**src/rtl/core/mcfir_pkg.sv**
```systemverilog
`timescale 1ns / 1ps

package mcfir_pkg;

  // Defaults for the top-level parameters
  localparam int DEF_TAPS        = 32;
  localparam int DEF_CHANNELS    = 4;
  localparam int DEF_SAMPLE_BITS = 10;

  // Fixed arithmetic widths (Q15 weights, 32-bit wrapping accumulator)
  localparam int WEIGHT_BITS = 16;
  localparam int ACC_BITS    = 32;
  localparam int Q_SHIFT     = 15;
  localparam int OUT_BITS    = 16;

  // Item kinds carried on tuser
  localparam logic KIND_SAMPLE = 1'b0;
  localparam logic KIND_WEIGHT = 1'b1;

  // Per-cycle move controls shared by every cell
  typedef struct packed {
    logic samp_shift;  // samples move one cell down the ring
    logic wgt_shift;   // weights move one cell down the ring
  } cell_ctrl_t;

endpackage

```
**src/rtl/core/mcfir_mac.sv**
```systemverilog
`timescale 1ns / 1ps

module mcfir_mac #(
  parameter int CHANNELS    = mcfir_pkg::DEF_CHANNELS,
  parameter int SAMPLE_BITS = mcfir_pkg::DEF_SAMPLE_BITS
) (
  input  logic                                              clk,
  input  logic                                              rst,
  input  logic                                              step,
  input  logic                                              last,
  input  logic [CHANNELS-1:0][SAMPLE_BITS-1:0]              samp,
  input  logic [CHANNELS-1:0][mcfir_pkg::WEIGHT_BITS-1:0]   wgt,
  output logic [CHANNELS-1:0][mcfir_pkg::OUT_BITS-1:0]      filt
);
  import mcfir_pkg::*;

  localparam int PROD_BITS = WEIGHT_BITS + SAMPLE_BITS + 1;

  logic signed [PROD_BITS-1:0]        prod [CHANNELS];
  logic [CHANNELS-1:0][ACC_BITS-1:0]  acc;
  logic [CHANNELS-1:0][ACC_BITS-1:0]  acc_next;

  // signed weight times zero-extended sample; sum wraps at 32 bits
  always_comb begin
    for (int c = 0; c < CHANNELS; c++) begin
      prod[c]     = $signed(wgt[c]) * $signed({1'b0, samp[c]});
      acc_next[c] = acc[c] + ACC_BITS'(prod[c]);
      filt[c]     = acc_next[c][Q_SHIFT +: OUT_BITS];
    end
  end

  always_ff @(posedge clk) begin
    if (rst) begin
      acc <= '0;
    end else if (step) begin
      acc <= last ? '0 : acc_next;
    end
  end

endmodule

```
**config.mk**
```make
export PLATFORM = sky130hd
export DESIGN_NAME = mcfir_mac
export DESIGN_NICKNAME = d
export VERILOG_FILES = /design/src/rtl/core/mcfir_pkg.sv /design/src/rtl/core/mcfir_mac.sv
export SDC_FILE = /design/constraint.sdc
export NUM_CORES = 2
export LEC_CHECK = 0
export BUFFER_PORTS_ARGS = -buffer_cell sky130_fd_sc_hd__buf_2
export CAP_MARGIN = 40
export CORE_ASPECT_RATIO = 1.2
export CORE_UTILIZATION = 58
export DETAILED_ROUTE_END_ITERATION = 12
export PLACE_DENSITY = 0.76
export SLEW_MARGIN = 20
export SYNTH_ARGS = -nofsm -noshare
export SYNTH_HDL_FRONTEND = slang
export SYNTH_SLANG_ARGS = --single-unit
```
**constraint.sdc**
```tcl
create_clock -name clk -period 9.76 [get_ports clk]
set_clock_uncertainty 0.1 [all_clocks]
set_input_delay 0.976 -clock clk [delete_from_list [all_inputs] [get_ports clk]]
set_output_delay 0.976 -clock clk [all_outputs]
set_load 0.02 [all_outputs]
```
==> results.yml <==
sta:
  setup_viol: 0
  hold-worst-slack_ps: 367
  hold_viol: 0
  slew_headroom_pct: 53.2
  finalCriticalPeriod_ps: 9390
  worst_pin_slew_ps: 684
  fin_crit_sh_pct: 96.2
  finalMaxSlewViolations: 0
  fmax_mhz: 106
drt:
  detail_route.drc_violations: 0
  via_per_inst: 5.44
  wl_per_cell_um: 15.4
  num_vias: 26133
  drt_iter0_markers: 1387
  drtAntennaViolNets: 0
  wl_mm: 74.1
  firstDrtPassIters: 5
yosys:
  synth_nets: 5058
  synthDistinctLibCells: 71
  yosys_most_used_dff: "dfxtp_1"
  synth_compound_area_share_pct: 12.8
  syn-instance-count: 3990
  synthSimpleGateAreaFrac_pct: 15.7
  synthArstFlopShare_pct: 0
  yosys-top-cells-area: "fa_1 34%, ha_1 14%, inv_1 9.0%"
  synth_area_um2: 34100
  yosys.area_share.adder_pct: 48.2
  synth_edf_count: 0
  ys.warnings.count: 0
  synth_mux_area_share_pct: 0.0294
  netlist.area_leader.share_pct: 34.3
  synth-seq-cells: 124
  synth_top_cell_by_area: "fa_1"
  synth_xor_area_share_pct: 5.47
  synth_top_family_by_area: "adder cells"
  yosysSeqAreaShare_pct: 7.29
  avgSynthCellArea_um2: 8.53
placed_design:
  io_buffers: 171
  hpwlAfterDp_mm: 62.0
  gp_congestion: 0.892
global_route:
  grt_first_pass_wirelength_mm: 129
  grt_pass1_vias: 27296
  grt_overflow_total: 0
  antenna_found_initial: 0
  grt_use_total_pct: 26.2
  grt_max_degree: 46
critical_path:
  cp_max_fo: 16
  startpoint_type: "input pin"
  crit_arrival_ps: 8320
  rr_startpoint: "acc[0]$_SDFFE_PP0P_"
  worst-setup-path-type: "input pin to primary output"
  crit_start: "samp[32]"
  worstSetupEndpointType: "primary output"
  critPathRequiredTime_ps: 8680
floorplan:
  pin_count: 172
  dieWidth_um: 223
  die_h_um: 267
  initial_utilization_pct: 59.1
  rows: 96
  dieArea_um2: 59700
  core_area_um2: 57700
final_layout:
  largest-register: "acc"
  diodes: 0
  drive_gt1_share_pct: 6.07
  reg.largest.list: "acc (124)"
  final_nets: 5126
  area_growth_pct: 6.07
  largest_reg_flops: 124
cts:
  cts_tree: "yes"
  cts.sinks: 124
  clk_latency_ps: 440
  clk_path_buf_depth: 2
  cts_root_buffer: "clkbuf_16"
  htreeDepth: 4
  cts_made_buffers: 17
  path_clk_slew_ps: 60
min_path:
  min_path_type: "flip-flop to flip-flop"
  min_from: "acc[109]$_SDFFE_PP0P_"
run_status:
  status: "finished clean"
run:
  cap_violations: 0
-- per-stage QoR --
step	instance area [µm²]	setup WS, ps	TNS [ps]	instances	util (%)
after global placement	35400	344	0	4771	61.5
after floorplan	34100	726	0	3990	-
after detailed placement	35500	238	0	4774	61.6
after global routing	36100	-8.73	-8.73	4806	62.6
final	36100	366	0	4806	62.6
after CTS	36100	199	0	4806	62.6
-- synth_stat cells, types with 6 or more instances --
master	instances
inv_1	816
fa_1	584
nand2_1	401
ha_1	376
and2_1	332
nor2_1	178
a21oi_1	173
xnor2_1	144
clkbuf_1	140
dfxtp_1	124
a21o_1	104
o21ai_0	67
xor2_1	66
a22oi_1	55
a22o_1	45
nand2b_1	37
nor3_1	31
o21bai_1	29
nand3_1	23
a211oi_1	21
and3_1	21
o21a_1	19
a31oi_1	18
nand4_1	16
o211ai_1	16
nor2b_1	14
o21ai_1	13
o31ai_1	10
or3_1	10
a32oi_1	7
or2_2	7
a2111oi_0	6
-- final timing paths --
path,cells past startpoint,end,slack (ps)
max,27,filt[63],370
min reg2reg,2,acc[109]$_SDFFE_PP0P_,370
max reg2reg,13,acc[30]$_SDFFE_PP0P_,5960
min,2,acc[109]$_SDFFE_PP0P_,370
-- per-layer routing --
metal	GRT usage [%]	part of all wire, %	up-vias
met1	33.8	44	12849
met4	6.78	1.9	0
met2	47.5	51	488
met3	1.94	3.1	101
met5	0	0	-
li1	-	-	12695
-- kinds of logic after synthesis --
kind of cell	Yosys count
DFF	124
buffers and inverters	959
adders and majority gates	960
xor gates and xnor gates	211
and+or+nand+nor	1091
AOI/OAI and AO/OA	644
muxes	1
-- cells in the final DEF (no fill, tap or decap), drive strengths merged, types with 66 or more instances in the layout --
cell and instances:
and2 333, a21o 104, nand2 401, o21ai 80, fa 584, buf 187
a21oi 173, xor2 66, ha 376, inv 819, dfxtp 124, xnor2 144
nor2 178
-- cell type report --
class                   instances  area (µm²)
multi-input cells            2907       28000
fillers                      5023       21500
clock inverters                13         119
inverters                     817        3070
flip-flops and latches        124        2480
repair buffers                191        1060
well taps                     735         920
clock buffers                  19         443
-- critical path, stage by stage --
cell       delay (ps)
clkbuf_4          230
nand2_1           110
fa_1              570
fa_1              450
fa_1              570
inv_1              50
fa_1              500
inv_1              70
fa_1              470
inv_1              50
ha_1              320
a21oi_1           150
or4b_4            480
a21boi_4          180
o31ai_2           130
a221o_1           390
a2111oi_2         370
nor3_1            150
xnor2_1           180
buf_4             180
ha_1              200
a21o_1            190
or4_1             500
a41o_1            260
xor2_1            140
xnor3_2           270
buf_2             170
-- timing repair --
action,CTS,global route
endpoints found under the setup margin,0,6
buffers inserted,0,0
hold buffers,0,0
gates resized for setup,0,16
Power is left out: the tool's default activity adds up to more than one toggle a clock period on the data nets, which glitch-free logic cannot reach.
