===== config.mk =====
export PLATFORM = sky130hd
export DESIGN_NAME = mcfir_cell
export DESIGN_NICKNAME = d
export VERILOG_FILES = /design/src/rtl/core/mcfir_pkg.sv /design/src/rtl/core/mcfir_cell.sv
export SDC_FILE = /design/constraint.sdc
export NUM_CORES = 1
export LEC_CHECK = 0
export BUFFER_PORTS_ARGS = -buffer_cell sky130_fd_sc_hd__buf_2
export CORE_AREA = 2 2 103 105
export DETAILED_ROUTE_END_ITERATION = 16
export DIE_AREA = 0 0 105 107
export HOLD_SLACK_MARGIN = 0.05
export PLACE_DENSITY = 0.79
export SYNTH_ARGS = -nofsm -noshare
export SYNTH_HDL_FRONTEND = slang
export SYNTH_SLANG_ARGS = --single-unit

===== constraint.sdc =====
create_clock -name clk -period 1.2 [get_ports clk]
set_input_delay 0.24 -clock clk [delete_from_list [all_inputs] [get_ports clk]]
set_output_delay 0.24 -clock clk [all_outputs]
set_load 0.01 [all_outputs]

===== src/rtl/core/mcfir_pkg.sv =====
`timescale 1ns / 1ps

package mcfir_pkg;

  // Defaults for the top-level parameters
  localparam int DEF_TAPS        = 32;
  localparam int DEF_CHANNELS    = 4;
  localparam int DEF_SAMPLE_BITS = 10;

  // Fixed arithmetic widths (Q15 weights, 32-bit wrapping accumulator)
  localparam int WEIGHT_BITS = 16;
  localparam int ACC_BITS    = 32;
  localparam int Q_SHIFT     = 15;
  localparam int OUT_BITS    = 16;

  // Item kinds carried on tuser
  localparam logic KIND_SAMPLE = 1'b0;
  localparam logic KIND_WEIGHT = 1'b1;

  // Per-cycle move controls shared by every cell
  typedef struct packed {
    logic samp_shift;  // samples move one cell down the ring
    logic wgt_shift;   // weights move one cell down the ring
  } cell_ctrl_t;

endpackage


===== src/rtl/core/mcfir_cell.sv =====
`timescale 1ns / 1ps

module mcfir_cell #(
  parameter int CHANNELS    = mcfir_pkg::DEF_CHANNELS,
  parameter int SAMPLE_BITS = mcfir_pkg::DEF_SAMPLE_BITS
) (
  input  logic                                              clk,
  input  logic                                              rst,
  input  mcfir_pkg::cell_ctrl_t                             ctrl,
  input  logic [CHANNELS-1:0]                               wr_en,
  input  logic [mcfir_pkg::WEIGHT_BITS-1:0]                 wr_val,
  input  logic [CHANNELS-1:0][SAMPLE_BITS-1:0]              samp_in,
  input  logic [CHANNELS-1:0][mcfir_pkg::WEIGHT_BITS-1:0]   wgt_in,
  output logic [CHANNELS-1:0][SAMPLE_BITS-1:0]              samp,
  output logic [CHANNELS-1:0][mcfir_pkg::WEIGHT_BITS-1:0]   wgt
);
  import mcfir_pkg::*;

  // One tap for every channel: a sample and a weight each
  always_ff @(posedge clk) begin
    if (rst) begin
      samp <= '0;
      wgt  <= '0;
    end else begin
      if (ctrl.samp_shift) begin
        samp <= samp_in;
      end
      for (int c = 0; c < CHANNELS; c++) begin
        if (ctrl.wgt_shift) begin
          wgt[c] <= wgt_in[c];
        end else if (wr_en[c]) begin
          wgt[c] <= wr_val;
        end
      end
    end
  end

endmodule


==> summary.txt, run 1 <==
Die
  – Core Region: 10,100 um2
  – Num rows: 37
  – Initial Util: 44.4%
  – Die Ht: 107 um
  – Die ar.: 11,200 um2
  – Die Span X: 105 um
  – IO Pins: 232

Cells and area
  – Share of cells above drive strength 1: 42.2%
  – Most frequent cells in the layout: buf_2, mux2i_1, dfxtp_1, nor2b_1, a211oi_1
  – Fillcell total: 888
  – Ant. Diodes: 0
  – Commonest non-fill, non-tap cell in the layout: buf_2
  – Nets@finish: 758
  – Area occupied by multi-input gates: 2120 um2
  – Post-Layout Cell Count: 771
  – Register area: 2080 um2
  – Area delta synth->final: 32.9%

Min path
  – Worst Hold Class: input pin to register

Drt
  – DR vias/cell: 4.93
  – Drc violations: 0
  – DR WL/cell: 15.7 um
  – WL final: 12,100 um
  – Routed Antenna Nets: 0
  – Initial DRC count: 202
  – Via count: 3,801
  – DRT Pass-1 Iters: 4

Place
  – DP HPWL: 9150 um
  – Placed Cells incl. Taps: 755
  – GPL Wtd Cong: 0.813
  – Port Buffers: 231
  – Pre-CTS setup slack: -0.00969 ns

Clocking
  – Worst-path clk slew: 0.10 ns
  – H-tree depth: 3
  – Post-CTS Hold Fix Bufs: 0
  – Post-CTS Setup Inserts: 0
  – Total clock sinks: 104
  – CTS resizes: 0
  – Clk root buf: clkbuf_8
  – CTS tree: built
  – Clk buf depth: 2
  – TritonCTS Buffers: 9
  – Worst skew pair latency: 0.35 ns

STA
  – Setup violations, final: 0
  – Setup_tns: 0 ns
  – Max Slew Vio Count: 0
  – Setup Skew: 0 ns
  – Max-slew headroom: 62.7%
  – Period utilization: 93.7%
  – Final Hold Viols: 0
  – Final min period: 1.12 ns
  – FMAX: 889 MHz
  – Setup ws final: 0.0751 ns
  – Worst slew pin tran: 0.559 ns
  – RSZ-0062 raised after global routing: false

Worst setup path
  – Startpoint types: register
  – Cell family with most CP delay: flip-flops
  – Data required time of the critical path: 0.96 ns
  – CP arrival: 0.88 ns
  – Critical-path cell list: buf_2
  – WP buf/inv: 1
  – CP max stage delay: 0.38 ns
  – Reg2reg setup slack: 0.35 ns
  – Critical Setup Path Class: register to output port
  – Worst setup EP type: output port
  – Crit-path max FO: 2
  – CP max-delay cell: dfxtp_1

Global route
  – Total track usage: 21.2%
  – Number of global-route vias before repair: 3,808
  – First-pass GRT wire length: 19,100 um
  – Largest net degree at the start of global routing: 58
  – Antenna violations before repair: 0
  – Grt total ovfl: 0

Synth
  – Syn Area/Cell: 10.8 um2
  – Post-synth net total: 543
  – Yosys warns: 0
  – Number of synthesized register bits: 104
  – Cells after Synth: 415
  – Post-synthesis sequential area ratio: 46.4%
  – Synthesized area: 4480 um2
  – Cell variety after synth: 12

Power and ir drop
  – Leak: 2.99 nW
  – Total power draw: 7.55 mW
  – PD cells: 1270 nW/um2
  – VDD IR-drop max: 0.672 mV

Run
  – Max Cap Viol: 0

Status
  – Status: completed
[final timing paths]
path / cells past startpoint / to / startpoint
hold reg to reg: 2 / samp[6] / samp[6]
setup reg to reg: 2 / wgt[10] / wgt[10]
setup / recovery: 1 / wgt[10] / wgt[10]
hold / removal: 3 / samp[14] / samp_in[14]
[per-stage QoR]
step	instance area (um2)	hold WS, ns	utilization, %
after floorplan	4480	0.387	-
after global placement	5740	0.470	56.9
after detailed placement	5740	0.481	56.9
after CTS	5960	0.0981	59.1
after global routing	5960	0.111	59.1
final	5960	0.122	59.1
[sequential cells by signal, summed over array words and instances, names as in the netlist]
| register | count |
|---|---|
| samp | 40 |
| wgt | 64 |
[kinds of logic after synthesis]
family / Yosys count / share of synthesized area [%]
mux: 104 / 23.2
flops: 104 / 46.4
simple gates: 104 / 12.3
compound gates: 64 / 11.7
buf+inv: 39 / 6.36
[layout make-up]
type / instances / share of cell area [%]
well taps: 136 / 2.86
flip-flops and latches: 104 / 34.9
clock buffers: 10 / 2.31
inverters: 1 / 0.0630
clock inverters: 6 / 1.39
repair buffers: 242 / 22.9
multi-input cells: 272 / 35.5
[synthesized netlist by cell type]
cell,count,area (um2)
buf_4,5,37.5
dfxtp_1,104,2080
nor2b_1,64,400
buf_6,5,56.3
buf_2,14,70.1
inv_2,1,3.75
a211oi_1,55,413
a211oi_2,9,113
nor2_1,40,150
clkbuf_1,10,37.5
mux2i_1,104,1040
buf_12,4,80.1
[power breakdown]
| group | leakage (nW) | internal (mW) | switching, mW | total (mW) |
|---|---|---|---|---|
| logic | 2.01 | 0.677 | 0.702 | 1.38 |
| clock network | 0.112 | 1.22 | 1.13 | 2.35 |
| registers | 0.864 | 3.69 | 0.130 | 3.82 |
[per-layer routing]
layer	routed length (um)	up-vias	track usage (%)
met5	0	-	0
met4	185	0	7.43
met3	948	13	5.96
met2	5770	171	36.0
met1	5180	1730	25.7
li1	-	1887	-
(Power assumes the default switching activity.)
==> run 2, diff against run 1 <==
--- a/config.mk
+++ b/config.mk
@@ -13,2 +13,3 @@
 export PLACE_DENSITY = 0.79
+export RECOVER_POWER = 100
 export SYNTH_ARGS = -nofsm -noshare
==> constraint.sdc (replaced) <==
create_clock -name clk -period 1.2 [get_ports clk]
set_input_delay 0.12 -clock clk [delete_from_list [all_inputs] [get_ports clk]]
set_output_delay 0.12 -clock clk [all_outputs]
set_load 0.01 [all_outputs]
==> summary.txt, run 2 (synthesized netlist as in run 1, its figures left out) <==
STA
  – Setup ws final: 0.165 ns (was 0.0751 ns)
  – Final Hold Viols: 0 (unchanged)
  – FMAX: 966 MHz (was 889 MHz)
  – Max-slew headroom: 61.2% (was 62.7%)
  – Worst slew pin tran: 0.581 ns (was 0.559 ns)
  – Setup violations, final: 0 (unchanged)
  – Setup Skew: 0 ns (unchanged)
  – Max Slew Vio Count: 0 (unchanged)
  – Final hold slack: 0.0731 ns (was 0.122 ns)
  – Setup_tns: 0 ns (unchanged)
  – Final min period: 1.03 ns (was 1.12 ns)
  – RSZ-0062 raised after global routing: false (unchanged)
  – Period utilization: 86.2% (was 93.7%)

Min path
  – Hold EP: wgt[40] (was samp[14])
  – Worst Hold Class: input pin to register (unchanged)
  – WHS Path Cells: 3 (unchanged)
  – Min-delay src: wgt_in[40] (was samp_in[14])

Cells and area
  – Register area: 2080 um2 (unchanged)
  – Most frequent cells in the layout: clkbuf_1, buf_2, mux2i_1, dfxtp_1, dlygate4sd3_1 (was buf_2, mux2i_1, dfxtp_1, nor2b_1, a211oi_1)
  – Finished Cell Area: 6660 um2 (was 5960 um2)
  – Ant. Diodes: 0 (unchanged)
  – Nets@finish: 841 (was 758)
  – Most flops, register: wgt (unchanged)
  – Post-Route Utilization: 66.0% (was 59.1%)
  – Largest register FFs: 64 (unchanged)
  – Fillcell total: 819 (was 888)
  – Area occupied by multi-input gates: 2120 um2 (unchanged)
  – Area delta synth->final: 48.6% (was 32.9%)
  – Top Registers: wgt: 64 flops, samp: 40 flops (unchanged)
  – Share of cells above drive strength 1: 21.0% (was 42.2%)
  – Post-Layout Cell Count: 854 (was 771)

Drt
  – Via count: 4,346 (was 3,801)
  – DRT Pass-1 Iters: 4 (unchanged)
  – Drc violations: 0 (unchanged)
  – DR WL/cell: 17.2 um (was 15.7 um)
  – WL final: 14,700 um (was 12,100 um)
  – Routed Antenna Nets: 0 (unchanged)
  – Initial DRC count: 233 (was 202)
  – DR vias/cell: 5.09 (was 4.93)

Worst setup path
  – Reg2Reg Depth: 2 (unchanged)
  – Worst setup EP type: output port (unchanged)
  – CP max-delay cell: dfxtp_1 (unchanged)
  – Data required time of the critical path: 1.08 ns (was 0.96 ns)
  – Reg2Reg Capture Point: wgt[15] (was wgt[10])
  – Startpoint types: register (unchanged)
  – Reg-to-reg startpoint: wgt[15] (was wgt[10])
  – CP arrival: 0.91 ns (was 0.88 ns)
  – WP buf/inv: 1 (unchanged)
  – Critical Setup Path Class: register to output port (unchanged)
  – Reg2reg setup slack: 0.34 ns (was 0.35 ns)
  – Crit-path max FO: 2 (unchanged)
  – Critical-path cell list: clkbuf_1 (was buf_2)
  – Cell family with most CP delay: flip-flops (unchanged)
  – CP max stage delay: 0.35 ns (was 0.38 ns)

Power and ir drop
  – Register share of total power: 46.7% (was 50.6%)
  – VDD IR-drop max: 0.595 mV (was 0.672 mV)
  – Clock share of power: 34.5% (was 31.1%)
  – Sw Pwr: 2.10 mW (was 1.96 mW)
  – Leak: 2.93 nW (was 2.99 nW)
  – Comb power frac: 18.9% (was 18.3%)
  – PD cells: 1230 nW/um2 (was 1270 nW/um2)
  – Switch share: 25.5% (was 25.9%)
  – Total power draw: 8.22 mW (was 7.55 mW)
  – Internal power: 6.12 mW (was 5.59 mW)

Clocking
  – Clk root buf: clkbuf_8 (unchanged)
  – Total clock sinks: 104 (unchanged)
  – CTS tree: built (unchanged)
  – Worst skew pair latency: 0.36 ns (was 0.35 ns)
  – Clk buf depth: 2 (unchanged)
  – Worst-path clk slew: 0.10 ns (about the same)
  – CTS resizes: 0 (unchanged)
  – H-tree depth: 3 (unchanged)
  – TritonCTS Buffers: 9 (unchanged)

Die
  – Num rows: 37 (unchanged)
  – IO Pins: 232 (unchanged)
  – Initial Util: 44.4% (unchanged)
  – Core Region: 10,100 um2 (unchanged)
  – Die ar.: 11,200 um2 (unchanged)
  – Die Span X: 105 um (unchanged)
  – Die Ht: 107 um (unchanged)

Global route
  – Antenna violations before repair: 0 (unchanged)
  – Number of global-route vias before repair: 4,506 (was 3,808)
  – Grt total ovfl: 0 (unchanged)
  – Total track usage: 25.6% (was 21.2%)
  – Largest net degree at the start of global routing: 57 (was 58)
  – First-pass GRT wire length: 22,800 um (was 19,100 um)

Place
  – Placed Cells incl. Taps: 753 (was 755)
  – DP Area: 5690 um2 (was 5740 um2)
  – GPL Wtd Cong: 0.837 (was 0.813)
  – Pre-CTS setup slack: 0.120 ns (was -0.00969 ns)
  – DP HPWL: 9320 um (was 9150 um)
  – Port Buffers: 231 (unchanged)

Status
  – Status: completed (unchanged)

Run
  – Max Cap Viol: 0 (unchanged)
[run 2: how the worst max path moves through the flow]
| stage | startpoint | endpoint | slack (ns) | cells past startpoint |
|---|---|---|---|---|
| 2_1_floorplan | rst | wgt[2] | 0.39 | 4 |
| 3_3_place_gp | wr_en[3] | wgt[62] | 0.17 | 3 |
| 3_5_place_dp | wr_en[3] | wgt[60] | 0.12 | 3 |
| 4_1_cts | samp[38] | samp[38] | 0.17 | 1 |
| 5_1_grt | wgt[61] | wgt[61] | 0.12 | 1 |
| 6_report | wgt[31] | wgt[31] | 0.17 | 1 |
[run 2: timing repair]
action / CTS / global route
setup buffers: 0 / 0
endpoints found under the setup margin: 0 / 0
hold endpoints to repair: 85 / 0
hold buffers: 85 / 0
[run 2: metal layers]
layer | track usage (%) | up-vias | part of all wire [%]
li1 | - | 2054 | -
met1 | 29.8 | 2011 | 41
met2 | 43.9 | 238 | 48
met4 | 13.6 | 0 | 3.7
met3 | 5.71 | 43 | 7.2
met5 | 0 | - | 0
[run 2: cell type report]
type,instances,area share [%]
Timing Repair Buffer,325,30.3
Tap cell,136,2.55
Multi-Input combinational cell,272,31.8
Clock inverter,5,1.92
Inverter,1,0.0563
Sequential cell,104,31.2
Clock buffer,11,2.12
[run 2: power groups by stage]
stage | Sequential, mW | Combinational (mW) | Clock [mW]
2_1_floorplan | 4.00 | 0.660 | 0
3_3_place_gp | 3.89 | 1.34 | 0
3_5_place_dp | 3.90 | 1.38 | 0
4_1_cts | 3.82 | 1.59 | 2.88
5_1_grt | 3.86 | 1.67 | 3.00
6_report | 3.84 | 1.55 | 2.83
==> run 3, diff against run 2 <==
Settings changed: CORE_AREA 2 2 103 105 to 2 2 109 111, DIE_AREA 0 0 105 107 to 0 0 111 113, PLACE_DENSITY 0.79 to 0.71, SETUP_SLACK_MARGIN from default to 0.5.
==> summary.txt, run 3 (synthesized netlist as in run 1, its figures left out) <==
Status
  – Status: completed (unchanged)

Drt
  – DR vias/cell: 4.98 (was 5.09)
  – Via count: 4,147 (was 4,346)
  – Routed Antenna Nets: 0 (unchanged)
  – Drc violations: 0 (unchanged)
  – DRT Pass-1 Iters: 4 (unchanged)
  – WL final: 14,900 um (was 14,700 um)
  – DR WL/cell: 17.9 um (was 17.2 um)
  – Initial DRC count: 218 (was 233)

Worst setup path
  – CP max stage delay: 0.36 ns (was 0.35 ns)
  – Startpoint types: register (unchanged)
  – Worst setup EP type: output port (unchanged)
  – CP arrival: 0.91 ns (about the same)
  – CP max-delay cell: dfxtp_1 (unchanged)
  – WP buf/inv: 1 (unchanged)
  – Data required time of the critical path: 1.08 ns (about the same)
  – Critical-path cell list: clkbuf_1 (unchanged)
  – Critical Setup Path Class: register to output port (unchanged)
  – Cell family with most CP delay: flip-flops (unchanged)
  – Crit-path max FO: 2 (unchanged)

Cells and area
  – Post-Layout Cell Count: 832 (was 854)
  – Post-Route Utilization: 59.2% (was 66.0%)
  – Commonest non-fill, non-tap cell in the layout: buf_2
  – Top Registers: wgt: 64 flops, samp: 40 flops (unchanged)
  – Area delta synth->final: 48.8% (was 48.6%)
  – Area occupied by multi-input gates: 2210 um2 (was 2120 um2)
  – Largest register FFs: 64 (unchanged)
  – Share of cells above drive strength 1: 32.3% (was 21.0%)
  – Nets@finish: 812 (was 841)
  – Register area: 2080 um2 (unchanged)
  – Most flops, register: wgt (unchanged)
  – Most frequent cells in the layout: buf_2, dfxtp_1, mux2i_1, clkbuf_1, nor2b_1 (was clkbuf_1, buf_2, mux2i_1, dfxtp_1, dlygate4sd3_1)
  – Fillcell total: 1,012 (was 819)

STA
  – Setup ws final: 0.174 ns (was 0.165 ns)
  – FMAX: 974 MHz (was 966 MHz)
  – RSZ-0062 raised after global routing: true (was false)
  – Max-slew headroom: 83.2% (was 61.2%)
  – Setup Skew: 0 ns (unchanged)
  – Max Slew Vio Count: 0 (unchanged)
  – Final hold slack: 0.0162 ns (was 0.0731 ns)
  – Worst slew pin tran: 0.244 ns (was 0.581 ns)
  – Final Hold Viols: 0 (unchanged)
  – Setup_tns: 0 ns (unchanged)
  – Period utilization: 85.5% (was 86.2%)
  – Setup violations, final: 0 (unchanged)
  – Final min period: 1.03 ns (about the same)

Die
  – Num rows: 39 (was 37)
  – Initial Util: 39.8% (was 44.4%)
  – Core Region: 11,300 um2 (was 10,100 um2)
  – Die Span X: 111 um (was 105 um)
  – Die Ht: 113 um (was 107 um)
  – IO Pins: 232 (unchanged)
  – Die ar.: 12,500 um2 (was 11,200 um2)

Place
  – GPL Wtd Cong: 0.840 (was 0.837)
  – Port Buffers: 231 (unchanged)
  – Placed Cells incl. Taps: 764 (was 753)
  – DP HPWL: 8940 um (was 9320 um)
  – Pre-CTS setup slack: 0.269 ns (was 0.120 ns)

Clocking
  – CTS tree: built (unchanged)
  – Total clock sinks: 104 (unchanged)
  – Post-CTS Hold Fix Bufs: 30 (was 85)
  – TritonCTS Buffers: 9 (unchanged)
  – Clk root buf: clkbuf_16 (was clkbuf_8)
  – Clk buf depth: 2 (unchanged)
  – H-tree depth: 3 (unchanged)
  – Worst skew pair latency: 0.34 ns (was 0.36 ns)
  – Worst-path clk slew: 0.06 ns (was 0.10 ns)

Global route
  – First-pass GRT wire length: 22,900 um (was 22,800 um)
  – Largest net degree at the start of global routing: 54 (was 57)
  – Number of global-route vias before repair: 4,355 (was 4,506)
  – Grt total ovfl: 0 (unchanged)
  – Antenna violations before repair: 1 (was 0)
  – Total track usage: 23.1% (was 25.6%)

Power and ir drop
  – VDD IR-drop max: 0.777 mV (was 0.595 mV)
  – PD cells: 1270 nW/um2 (was 1230 nW/um2)
  – Leak: 3.12 nW (was 2.93 nW)

Min path
  – Worst Hold Class: input pin to register (unchanged)

Run
  – Max Cap Viol: 0 (unchanged)
[run 3: final cells by class]
cell class | instances | area share (%)
tap | 143 | 2.68
multi-input combinational | 272 | 33.2
clock inverter | 3 | 0.600
sequential | 104 | 31.2
clock buffer | 12 | 3.99
timing repair buffer | 296 | 28.2
antenna | 1 | 0.0375
inverter | 1 | 0.0563
[run 3: what timing repair did]
| item | 4_1_cts | 5_1_grt |
|---|---|---|
| endpoints found under the hold margin | 68 | 9 |
| pin swaps | 20 | 27 |
| setup buffers | 8 | 14 |
| gates resized for setup | 196 | 57 |
| setup endpoints to repair | 129 | 184 |
[run 3: worst paths after layout]
path,cells past startpoint,slack (ns),startpoint,to
worst max-delay path,1,0.17,samp[1],samp[1]
worst min register to register,2,0.50,samp[0],samp[0]
worst max register to register,3,0.34,wgt[63],wgt[63]
worst min-delay path,3,0.02,samp_in[16],samp[16]
[run 3: stage by stage]
stage          instance area (um2)  power, mW
2_1_floorplan                 4700       4.74
3_3_place_gp                  5790       5.27
3_5_place_dp                  5790       5.30
4_1_cts                       7220       8.78
5_1_grt                       6670       8.84
6_report                      6670       8.47
[run 3: worst register-to-register path: stages (launching register included)]
cell	delay (ns)
dfxtp_1	0.38
buf_6	0.11
mux2i_2	0.06
a211oi_1	0.23
[run 3: where the power goes]
group,leakage [nW],internal [mW],switching (mW)
logic,2.10,0.829,0.798
registers,0.864,3.70,0.144
clock network,0.154,1.77,1.24
[run 3: layer usage]
layer  vias to the layer above  part of all wire, %  routed length, um  track usage [%]
met5                         -                    0                  0                0
met4                         0                  2.2                335             9.58
met3                        26                  8.4               1250             7.87
met2                       192                   49               7320             39.7
met1                      1931                   40               6010             26.3
li1                       1998                    -                  -                -
